**src/sv/szt_pkg.sv**
```systemverilog
package szt_pkg;

   localparam int SAMPLE_BITS_DEF = 24;

   localparam int DELAY_W     = 16;
   localparam int RANGE_W     = 23;
   localparam int COUNT_W     = DELAY_W + 1;
   localparam int MODE_W      = 2;
   localparam int CSR_INDEX_W = 3;
   localparam int CSR_DATA_W  = 23;
   localparam int QUEUE_DEPTH = 2;

   localparam logic [MODE_W-1:0] MODE_SAMPLE    = 2'd0;
   localparam logic [MODE_W-1:0] MODE_SET_ZERO  = 2'd1;
   localparam logic [MODE_W-1:0] MODE_CLR_ZERO  = 2'd2;
   localparam logic [MODE_W-1:0] MODE_RESERVED  = 2'd3;

   localparam logic [CSR_INDEX_W-1:0] CSR_POWER_DELAY    = 3'd0;
   localparam logic [CSR_INDEX_W-1:0] CSR_POWER_RANGE    = 3'd1;
   localparam logic [CSR_INDEX_W-1:0] CSR_HAND_RANGE     = 3'd2;
   localparam logic [CSR_INDEX_W-1:0] CSR_TRACE_INTERVAL = 3'd3;
   localparam logic [CSR_INDEX_W-1:0] CSR_TRACE_RANGE    = 3'd4;
   localparam logic [CSR_INDEX_W-1:0] CSR_TRACE_STEP     = 3'd5;

   localparam int KIND_W = 2;

   typedef enum logic [KIND_W-1:0] {
      KIND_SAMPLE,
      KIND_SET,
      KIND_CLEAR
   } kind_type;

   typedef struct packed {
      logic [DELAY_W-1:0] power_delay;
      logic [RANGE_W-1:0] power_range;
      logic [RANGE_W-1:0] hand_range;
      logic [DELAY_W-1:0] trace_interval;
      logic [RANGE_W-1:0] trace_range;
      logic [RANGE_W-1:0] trace_step;
   } cfg_type;

endpackage

```
**src/sv/szt_front.sv**
```systemverilog
module szt_front import szt_pkg::*; #(
   parameter int SAMPLE_BITS = SAMPLE_BITS_DEF
) (
   input  logic                          clock,
   input  logic                          reset,
   input  logic                          csr_valid,
   output logic                          csr_ready,
   input  logic [CSR_INDEX_W-1:0]        csr_index,
   input  logic [CSR_DATA_W-1:0]         csr_data,
   input  logic                          req_tvalid,
   output logic                          req_tready,
   input  logic [MODE_W-1:0]             req_mode,
   input  logic signed [SAMPLE_BITS-1:0] req_sample,
   output cfg_type                       cfg,
   output logic                          push_valid,
   input  logic                          push_ready,
   output kind_type                      push_kind,
   output logic signed [SAMPLE_BITS-1:0] push_sample
);

   cfg_type cfg_ff, cfg_in;

   assign csr_ready = 1'b1;
   assign cfg       = cfg_ff;

   always_comb begin
      cfg_in = cfg_ff;
      if (csr_valid) begin
         case (csr_index)
            CSR_POWER_DELAY:    cfg_in.power_delay    = csr_data[DELAY_W-1:0];
            CSR_POWER_RANGE:    cfg_in.power_range    = csr_data[RANGE_W-1:0];
            CSR_HAND_RANGE:     cfg_in.hand_range     = csr_data[RANGE_W-1:0];
            CSR_TRACE_INTERVAL: cfg_in.trace_interval = csr_data[DELAY_W-1:0];
            CSR_TRACE_RANGE:    cfg_in.trace_range    = csr_data[RANGE_W-1:0];
            CSR_TRACE_STEP:     cfg_in.trace_step     = csr_data[RANGE_W-1:0];
            default: ;
         endcase
      end
   end

   always_ff @(posedge clock) begin
      if (reset) begin
         cfg_ff <= '0;
      end else begin
         cfg_ff <= cfg_in;
      end
   end

   // accept reserved mode too, but drop it here
   assign req_tready  = push_ready;
   assign push_valid  = req_tvalid && (req_mode != MODE_RESERVED);
   assign push_sample = req_sample;

   always_comb begin
      unique case (req_mode)
         MODE_SAMPLE:   push_kind = KIND_SAMPLE;
         MODE_SET_ZERO: push_kind = KIND_SET;
         MODE_CLR_ZERO: push_kind = KIND_CLEAR;
         default:       push_kind = KIND_SAMPLE;
      endcase
   end

endmodule

```
**src/sv/szt_queue.sv**
```systemverilog
module szt_queue import szt_pkg::*; #(
   parameter int DATA_W = KIND_W + SAMPLE_BITS_DEF
) (
   input  logic              clock,
   input  logic              reset,
   input  logic              push_valid,
   output logic              push_ready,
   input  logic [DATA_W-1:0] push_data,
   output logic              pop_valid,
   input  logic              pop,
   output logic [DATA_W-1:0] pop_data
);

   localparam int PTR_W = (QUEUE_DEPTH > 1) ? $clog2(QUEUE_DEPTH) : 1;
   localparam int CNT_W = $clog2(QUEUE_DEPTH + 1);

   logic [DATA_W-1:0] mem_ff [QUEUE_DEPTH];
   logic [PTR_W-1:0]  wr_ptr_ff, rd_ptr_ff;
   logic [CNT_W-1:0]  count_ff;
   logic              do_push, do_pop;

   assign push_ready = (count_ff != CNT_W'(QUEUE_DEPTH));
   assign pop_valid  = (count_ff != '0);
   assign pop_data   = mem_ff[rd_ptr_ff];
   assign do_push    = push_valid && push_ready;
   assign do_pop     = pop && pop_valid;

   function automatic logic [PTR_W-1:0] next_ptr(input logic [PTR_W-1:0] p);
      if (p == PTR_W'(QUEUE_DEPTH - 1)) begin
         return '0;
      end
      return p + 1'b1;
   endfunction

   always_ff @(posedge clock) begin
      if (do_push) begin
         mem_ff[wr_ptr_ff] <= push_data;
      end
   end

   always_ff @(posedge clock) begin
      if (reset) begin
         wr_ptr_ff <= '0;
         rd_ptr_ff <= '0;
         count_ff  <= '0;
      end else begin
         if (do_push) begin
            wr_ptr_ff <= next_ptr(wr_ptr_ff);
         end
         if (do_pop) begin
            rd_ptr_ff <= next_ptr(rd_ptr_ff);
         end
         if (do_push && !do_pop) begin
            count_ff <= count_ff + 1'b1;
         end else if (do_pop && !do_push) begin
            count_ff <= count_ff - 1'b1;
         end
      end
   end

endmodule

```
**src/sv/szt_back.sv**
```systemverilog
module szt_back import szt_pkg::*; #(
   parameter int SAMPLE_BITS = SAMPLE_BITS_DEF
) (
   input  logic                          clock,
   input  logic                          reset,
   input  cfg_type                       cfg,
   input  logic                          head_valid,
   input  kind_type                      head_kind,
   input  logic signed [SAMPLE_BITS-1:0] head_sample,
   output logic                          head_pop,
   output logic                          rsp_valid,
   input  logic                          rsp_ready,
   output logic signed [SAMPLE_BITS:0]   rsp_net
);

   localparam int SB = SAMPLE_BITS;
   localparam int CW = (SB + 1 > RANGE_W) ? SB + 1 : RANGE_W;

   typedef enum logic [1:0] {
      PEND_NONE,
      PEND_SET,
      PEND_CLEAR
   } pend_type;

   typedef logic signed [SB-1:0] smp_type;

   logic [COUNT_W-1:0] power_count_ff, power_count_in;
   smp_type            power_zero_ff, power_zero_in;
   smp_type            tracked_zero_ff, tracked_zero_in;
   smp_type            point_old_ff, point_old_in;
   smp_type            point_mid_ff, point_mid_in;
   smp_type            point_new_ff, point_new_in;
   pend_type           pending_ff, pending_in;
   logic [DELAY_W-1:0] trace_count_ff, trace_count_in;

   logic               s1_valid_ff, s1_valid_in;
   logic               s1_force_ff, s1_force_in;
   smp_type            s1_sample_ff, s1_sample_in;
   smp_type            s1_zero_ff, s1_zero_in;
   logic               out_valid_ff, out_valid_in;
   logic signed [SB:0] out_net_ff, out_net_in;

   logic               advance;
   smp_type            trace_keep, trace_set, trace_clr;

   function automatic logic [CW-1:0] mag_diff(input smp_type a, input smp_type b);
      logic signed [SB:0] d;
      logic [SB:0]        m;
      d = (SB+1)'(a) - (SB+1)'(b);
      m = d[SB] ? (~d + 1'b1) : d;
      return CW'(m);
   endfunction

   function automatic logic near3(input smp_type po, input smp_type pm, input smp_type pn,
                                  input smp_type z, input logic [RANGE_W-1:0] r);
      return (mag_diff(po, z) < CW'(r)) && (mag_diff(pm, z) < CW'(r)) &&
             (mag_diff(pn, z) < CW'(r));
   endfunction

   // zero after a tracking check, for one choice of tracked and power-on zero
   function automatic smp_type trace_next(input smp_type z, input smp_type pz,
                                          input smp_type po, input smp_type pm,
                                          input smp_type pn,
                                          input logic [RANGE_W-1:0] r,
                                          input logic [RANGE_W-1:0] st);
      logic signed [CW:0] up, dn;
      up = (CW+1)'(z) + $signed({1'b0, CW'(st)});
      dn = (CW+1)'(z) - $signed({1'b0, CW'(st)});
      if (near3(po, pm, pn, z, r)) begin
         if (mag_diff(pm, z) <= CW'(st)) begin
            return pm;
         end else if (pm > z) begin
            return up[SB-1:0];
         end
         return dn[SB-1:0];
      end else if (near3(po, pm, pn, pz, r)) begin
         return pz;
      end
      return z;
   endfunction

   // points after the shift: middle becomes oldest, newest becomes middle
   assign trace_keep = trace_next(tracked_zero_ff, power_zero_ff, point_mid_ff, point_new_ff,
                                  head_sample, cfg.trace_range, cfg.trace_step);
   assign trace_set  = trace_next(head_sample, head_sample, point_mid_ff, point_new_ff,
                                  head_sample, cfg.trace_range, cfg.trace_step);
   assign trace_clr  = trace_next('0, '0, point_mid_ff, point_new_ff,
                                  head_sample, cfg.trace_range, cfg.trace_step);

   assign advance   = !out_valid_ff || rsp_ready;
   assign head_pop  = head_valid && advance;
   assign rsp_valid = out_valid_ff;
   assign rsp_net   = out_net_ff;

   always_comb begin
      logic               set_ok;
      logic               use_set, use_clr;
      logic [DELAY_W-1:0] cnt_next;

      power_count_in  = power_count_ff;
      power_zero_in   = power_zero_ff;
      tracked_zero_in = tracked_zero_ff;
      point_old_in    = point_old_ff;
      point_mid_in    = point_mid_ff;
      point_new_in    = point_new_ff;
      pending_in      = pending_ff;
      trace_count_in  = trace_count_ff;
      s1_valid_in     = s1_valid_ff;
      s1_force_in     = s1_force_ff;
      s1_sample_in    = s1_sample_ff;
      s1_zero_in      = s1_zero_ff;
      out_valid_in    = out_valid_ff;
      out_net_in      = out_net_ff;

      set_ok   = mag_diff(head_sample, tracked_zero_ff) <= CW'(cfg.hand_range);
      use_set  = (pending_ff == PEND_SET) && set_ok;
      use_clr  = (pending_ff == PEND_CLEAR);
      cnt_next = trace_count_ff + 1'b1;

      if (advance) begin
         out_valid_in = s1_valid_ff;
         out_net_in   = s1_force_ff ? '0 : ((SB+1)'(s1_sample_ff) - (SB+1)'(s1_zero_ff));
         s1_valid_in  = 1'b0;
      end

      if (head_pop) begin
         unique case (head_kind)
            KIND_SET: begin
               pending_in = PEND_SET;
            end
            KIND_CLEAR: begin
               pending_in = PEND_CLEAR;
            end
            KIND_SAMPLE: begin
               s1_valid_in  = 1'b1;
               s1_force_in  = 1'b0;
               s1_sample_in = head_sample;
               if (power_count_ff < COUNT_W'(cfg.power_delay)) begin
                  power_count_in = power_count_ff + 1'b1;
                  s1_force_in    = 1'b1;
               end else if (power_count_ff == COUNT_W'(cfg.power_delay)) begin
                  if (mag_diff(head_sample, '0) <= CW'(cfg.power_range)) begin
                     power_zero_in   = head_sample;
                     tracked_zero_in = head_sample;
                  end
                  point_old_in   = head_sample;
                  point_mid_in   = head_sample;
                  point_new_in   = head_sample;
                  power_count_in = power_count_ff + 1'b1;
                  pending_in     = PEND_NONE;
                  trace_count_in = '0;
               end else begin
                  pending_in = PEND_NONE;
                  if (use_set) begin
                     power_zero_in   = head_sample;
                     tracked_zero_in = head_sample;
                  end else if (use_clr) begin
                     power_zero_in   = '0;
                     tracked_zero_in = '0;
                  end
                  if (cfg.trace_interval == '0) begin
                     trace_count_in = '0;
                  end else if (cnt_next < cfg.trace_interval) begin
                     trace_count_in = cnt_next;
                  end else begin
                     trace_count_in = '0;
                     point_old_in   = point_mid_ff;
                     point_mid_in   = point_new_ff;
                     point_new_in   = head_sample;
                     priority if (use_set) begin
                        tracked_zero_in = trace_set;
                     end else if (use_clr) begin
                        tracked_zero_in = trace_clr;
                     end else begin
                        tracked_zero_in = trace_keep;
                     end
                  end
               end
               s1_zero_in = tracked_zero_in;
            end
            default: ;
         endcase
      end
   end

   always_ff @(posedge clock) begin
      if (reset) begin
         power_count_ff  <= '0;
         power_zero_ff   <= '0;
         tracked_zero_ff <= '0;
         point_old_ff    <= '0;
         point_mid_ff    <= '0;
         point_new_ff    <= '0;
         pending_ff      <= PEND_NONE;
         trace_count_ff  <= '0;
         s1_valid_ff     <= 1'b0;
         out_valid_ff    <= 1'b0;
      end else begin
         power_count_ff  <= power_count_in;
         power_zero_ff   <= power_zero_in;
         tracked_zero_ff <= tracked_zero_in;
         point_old_ff    <= point_old_in;
         point_mid_ff    <= point_mid_in;
         point_new_ff    <= point_new_in;
         pending_ff      <= pending_in;
         trace_count_ff  <= trace_count_in;
         s1_valid_ff     <= s1_valid_in;
         out_valid_ff    <= out_valid_in;
      end
   end

   always_ff @(posedge clock) begin
      s1_force_ff  <= s1_force_in;
      s1_sample_ff <= s1_sample_in;
      s1_zero_ff   <= s1_zero_in;
      out_net_ff   <= out_net_in;
   end

endmodule

```
**src/sv/scale_zero_tracker_top.sv**
```systemverilog
// Zero tracker for a weighing scale. Each sample request (tuser mode sample) yields one
// net weight, the sample minus the tracked zero, or zero while the power-on delay runs;
// set-zero and clear-zero requests yield nothing and act on the next sample. The block
// takes one request per clock and returns one result per clock while the result side
// keeps up; a result passes from the queue into the zero-update stage register and from
// there into the output register. That rate is set by the zero-update stage, which
// resolves the pending request and the tracking check of a sample as it is popped. A
// two-entry queue sits between the request decode and that stage, so up to two more
// requests are taken after the result side stalls.
// Write the registers only while no requests are in flight.
module scale_zero_tracker_top import szt_pkg::*; #(
   parameter int SAMPLE_BITS = SAMPLE_BITS_DEF
) (
   input  logic                                   clock,
   input  logic                                   reset,
   input  logic                                   csr_valid,
   output logic                                   csr_ready,
   input  logic [CSR_INDEX_W-1:0]                 csr_index,
   input  logic [CSR_DATA_W-1:0]                  csr_data,
   input  logic                                   req_tvalid,
   output logic                                   req_tready,
   input  logic [((SAMPLE_BITS+7)/8)*8-1:0]       req_tdata,  // sample
   input  logic [MODE_W-1:0]                      req_tuser,  // mode
   output logic                                   rsp_tvalid,
   input  logic                                   rsp_tready,
   output logic [((SAMPLE_BITS+1+7)/8)*8-1:0]     rsp_tdata   // net_weight
);

   localparam int OUT_W  = ((SAMPLE_BITS + 1 + 7) / 8) * 8;
   localparam int DATA_W = KIND_W + SAMPLE_BITS;

   cfg_type                       cfg;
   logic                          push_valid, push_ready;
   kind_type                      push_kind;
   logic signed [SAMPLE_BITS-1:0] push_sample;
   logic                          pop_valid, pop;
   logic [DATA_W-1:0]             pop_data;
   logic signed [SAMPLE_BITS:0]   net_weight;

   szt_front #(.SAMPLE_BITS(SAMPLE_BITS)) u_front (
      .clock       (clock),
      .reset       (reset),
      .csr_valid   (csr_valid),
      .csr_ready   (csr_ready),
      .csr_index   (csr_index),
      .csr_data    (csr_data),
      .req_tvalid  (req_tvalid),
      .req_tready  (req_tready),
      .req_mode    (req_tuser),
      .req_sample  ($signed(req_tdata[SAMPLE_BITS-1:0])),
      .cfg         (cfg),
      .push_valid  (push_valid),
      .push_ready  (push_ready),
      .push_kind   (push_kind),
      .push_sample (push_sample)
   );

   szt_queue #(.DATA_W(DATA_W)) u_queue (
      .clock      (clock),
      .reset      (reset),
      .push_valid (push_valid),
      .push_ready (push_ready),
      .push_data  ({push_kind, push_sample}),
      .pop_valid  (pop_valid),
      .pop        (pop),
      .pop_data   (pop_data)
   );

   szt_back #(.SAMPLE_BITS(SAMPLE_BITS)) u_back (
      .clock       (clock),
      .reset       (reset),
      .cfg         (cfg),
      .head_valid  (pop_valid),
      .head_kind   (kind_type'(pop_data[DATA_W-1:SAMPLE_BITS])),
      .head_sample ($signed(pop_data[SAMPLE_BITS-1:0])),
      .head_pop    (pop),
      .rsp_valid   (rsp_tvalid),
      .rsp_ready   (rsp_tready),
      .rsp_net     (net_weight)
   );

   assign rsp_tdata = OUT_W'($unsigned(net_weight));

endmodule

```
**config.mk**
```make
export PLATFORM = sky130hd
export DESIGN_NAME = scale_zero_tracker_top
export DESIGN_NICKNAME = d
export VERILOG_FILES = /design/src/sv/szt_pkg.sv /design/src/sv/szt_front.sv /design/src/sv/szt_queue.sv /design/src/sv/szt_back.sv /design/src/sv/scale_zero_tracker_top.sv
export SDC_FILE = /design/constraint.sdc
export NUM_CORES = 2
export LEC_CHECK = 0
export ABC_AREA = 1
export BUFFER_PORTS_ARGS = -buffer_cell sky130_fd_sc_hd__buf_2
export CAP_MARGIN = 40
export CORE_MARGIN = 2
export CORE_UTILIZATION = 47
export CTS_CLUSTER_DIAMETER = 80
export DETAILED_ROUTE_END_ITERATION = 6
export PLACE_DENSITY = 0.74
export SYNTH_ARGS = -nofsm -noshare
export SYNTH_HDL_FRONTEND = slang
export SYNTH_SLANG_ARGS = --single-unit
export TNS_END_PERCENT = 10
```
**constraint.sdc**
```tcl
create_clock -name clock -period 6.6 [get_ports clock]
set_clock_uncertainty 0.05 [all_clocks]
set_input_delay 0.99 -clock clock [delete_from_list [all_inputs] [get_ports clock]]
set_output_delay 0.99 -clock clock [all_outputs]
set_load 0.01 [all_outputs]
```
==> impl_metrics.csv <==
group,metric,value,unit
outcome,violations,"DRC, setup timing",
layout,final_cell_count_no_fill,9679,
worst_setup_path,rr_endpoint,"u_back.s1_zero_ff[17]$_DFFE_PP_",
timing,layout_min_cycle_time,6690,ps
synthesis,yosysWarningCount,0,
floorplanning,ioPinCount,92,
synthesis,muxShareOfSynthArea,0.0393,%
timing,max_freq,150,MHz
global_route,grtUsageMet2,67.2,%
timing,final-setup-viol-count,1,
floorplanning,design.core.area,107000,µm²
layout,synthToLayoutAreaGrowth,14.1,%
clock_network,clock_path_buffers,3,
global_route,grt_max_degree,98,
outcome,status,"finished, violations left",
layout,fin_nets,8993,
worst_setup_path,worst_setup_path_end_kind,"flip-flop",
clock_network,root_buffer,"clkbuf_16",
global_route,met3_usage,17.0,%
timing,tightestPinTransition,1120,ps
detailed_routing,wire_per_inst,28.1,µm
detailed_routing,via_count,59867,
floorplanning,die_y,333,µm
synthesis,synth_flop_cell,"dfxtp_1",
worst_setup_path,endpoint,"u_back.s1_zero_ff[17]$_DFFE_PP_",
timing,drv_slew,0,
layout,drive_above_1_share,11.0,%
synthesis,synth-compound-area-share,17.5,%
synthesis,synth_fa_ha_area_share,18.0,%
synthesis,synthArstFlopShare,0,%
detailed_routing,post_drt_via_cell_ratio,6.19,
worst_setup_path,cp_common_cell,"nand2_1",
detailed_routing,final_antenna_net_count,0,
global_route,use_met1,57.4,%
detailed_routing,drt-initial-drc-count,8153,
worst_setup_path,path_max_fanout,15,
synthesis,syn_area_per_cell,6.49,µm²
global_route,busiest_layer,"met2",
global_route,grt_pass1_wl,378000,µm
flow_run,drv_cap,0,
global_route,grt_pass1_vias,53972,
timing,finalSetupTns,-87.4,ps
synthesis,synth_cells,7855,
timing,relSlewSlack,24.7,%
worst_setup_path,required,7040,ps
clock_network,path_clk_slew,60,ps
synthesis,synth_edf_count,126,
timing,hold_ws,408,ps
placed_design,portBuffers,83,
clock_network,clk-insertion-delay-late,690,ps
floorplanning,die-area,111000,µm²
placed_design,place_inst,9503,
global_route,grtUsageTotal,47.0,%
placed_design,dpl_cell_area,55200,µm²
clock_network,clock-sinks,388,
placed_design,gp_congestion,1.18,
timing,hold_viol,0,
synthesis,synth-xor-area-share,7.20,%
clock_network,cts_buffers,53,
timing,rsz0062_at_grt,"yes",
timing,setup_slack,-87.4,ps
worst_setup_path,rrSetupSlack,-90,ps
worst_setup_path,critPathSlowestCell,"or4_1",
min_path,hold_depth,2,
worst_setup_path,path_class,"reg -> reg",
synthesis,synth_top_family_by_area,"simple AND/OR/NAND/NOR gates",
clock_network,htreeDepth,2,
clock_network,tritoncts,"yes",
detailed_routing,wirelength,272000,µm
synthesis,synth-seq-cells,388,
min_path,hold_path_class,"reg -> reg",
worst_setup_path,critPathArrivalTime,7120,ps
synthesis,ys_types,80,
placed_design,dp.final_hpwl,213000,µm
detailed_routing,drt-pass1-iter-count,7,
synthesis,synth_simple_gate_area_share,29.2,%
synthesis,ys_seq_area_share,17.7,%
synthesis,synth_area,51000,µm²
global_route,gr-total-overflow,0,
worst_setup_path,max_stage_delay,480,ps
worst_setup_path,reg2regPathDepth,32,
layout,final_area,58200,µm²
timing,fin_crit_sh,101,%
global_route,antenna_found_initial,25,
worst_setup_path,cp-start-kind,"flip-flop",
detailed_routing,route.detailed.drc,8,
floorplanning,start_util,47.5,%
floorplanning,num_rows,120,
clock_network,holdBufCountCts,0,
floorplanning,die_w,333,µm
## worst max-delay path: cells and delay by family (launching register included)
family | cells | cell delay (ps)
AO/OA/AOI/OAI | 6 | 1500
XOR/XNOR | 1 | 330
adder cells (fa/ha/maj) | 2 | 540
buffers and inverters | 7 | 1400
flip-flops | 1 | 390
AND/OR/NAND/NOR | 16 | 2250
## synth_stat cells, drive strengths merged, types with 11 or more instances
master   instances  area [µm²]
a31oi           93         582
o21bai          19         143
a21o            26         195
inv           1076        4040
nand4          181        1200
and2            11        68.8
buf             66         468
nor4            38         238
o21ai          511        2580
nand3b          20         150
xnor2           80         723
o2111ai         29         254
nand3          545        2910
edfxtp         126        3780
o211ai          22         165
fa              13         260
ha             713        8920
nor3b           15         113
xor2           334        2950
or2             38         238
a211oi          32         240
o31ai           26         195
a21oi          752        3820
nand2         1741        6600
o21a            17         128
dfxtp          262        5250
a22oi           34         260
nor2           704        2720
clkbuf         155         722
nor3           103         547
clkinv          15        56.3
## logic make-up after synthesis
kind of cell	after synthesis
compound gates	1601
xor+xnor	414
fa+ha+maj	726
buf+inv	1314
flops	388
mux	2
other cells	2
simple gates	3408
## routing by layer
metal | share of wire (%) | up-vias | wire length, µm
li1 | - | 27156 | -
met3 | 13 | 1078 | 36500
met1 | 38 | 27675 | 103000
met2 | 40 | 3946 | 107000
met4 | 9.1 | 12 | 24600
met5 | 0.13 | - | 350
## cells in the final DEF (no fill, tap or decap), types with 38 or more instances in the layout
| cell | n |
|---|---|
| a31oi_1 | 93 |
| edfxtp_1 | 126 |
| nor2_1 | 669 |
| buf_2 | 84 |
| o21ai_0 | 471 |
| xor2_1 | 324 |
| clkbuf_16 | 58 |
| nor3_1 | 96 |
| nand2_1 | 1714 |
| nand4_1 | 171 |
| xnor2_1 | 73 |
| ha_1 | 698 |
| dfxtp_1 | 257 |
| inv_1 | 1030 |
| nand3_2 | 38 |
| nand3_1 | 504 |
| buf_4 | 390 |
| a21oi_1 | 733 |
## through the flow
stage	util (%)	setup slack, ps
2_1_floorplan	-	676
4_1_cts	53.1	8.29
5_1_grt	54.1	-72.3
6_report	54.2	-87.4
3_5_place_dp	51.4	-176
3_3_place_gp	51.2	-331
## flip-flops by register name (all words and copies together) (netlist names), 16 cells and up, named ones only
signal / flops
u_front.cfg: 124
u_queue.mem_ff: 52
u_back.rsp_net: 25
u_back.point_mid_ff: 24
u_back.point_new_ff: 24
u_back.power_zero_ff: 24
u_back.s1_sample_ff: 24
u_back.s1_zero_ff: 24
u_back.tracked_zero_ff: 24
u_back.power_count_ff: 17
u_back.trace_count_ff: 16
## layout make-up
cell class,count,area [µm²]
fillers,10852,49200
multi-input cells,6160,37200
flip-flops and latches,388,9040
repair buffers,516,4190
inverters,1091,4170
well taps,1403,1760
clock buffers,65,1480
clock inverters,34,282
diodes,22,55.1
## timing repair
action | in CTS | in global routing
pin swaps | 0 | 14
cloned | 0 | 3
buffers inserted | 0 | 52
setup endpoints to repair | 72 | 72
endpoints found under the hold margin | 0 | 0
resized for setup | 9 | 153
## how the worst min path moves through the flow
stage	end	startpoint	slack, ps
after floorplan	flip-flop	u_queue.rd_ptr_ff$_SDFFE_PP0P_	380
after CTS	u_queue.rd_ptr_ff$_SDFFE_PP0P_	u_queue.rd_ptr_ff$_SDFFE_PP0P_	400
after global placement	u_queue.rd_ptr_ff$_SDFFE_PP0P_	u_queue.rd_ptr_ff$_SDFFE_PP0P_	390
final	u_front.cfg[41]$_SDFFE_PP0P_	u_front.cfg[41]$_SDFFE_PP0P_	410
after global routing	u_front.cfg[62]$_SDFFE_PP0P_	u_front.cfg[62]$_SDFFE_PP0P_	430
after detailed placement	u_queue.rd_ptr_ff$_SDFFE_PP0P_	u_queue.rd_ptr_ff$_SDFFE_PP0P_	390
Power is not shown: default switching activity piles up to over one toggle a cycle in this logic, so the estimate is an artifact.
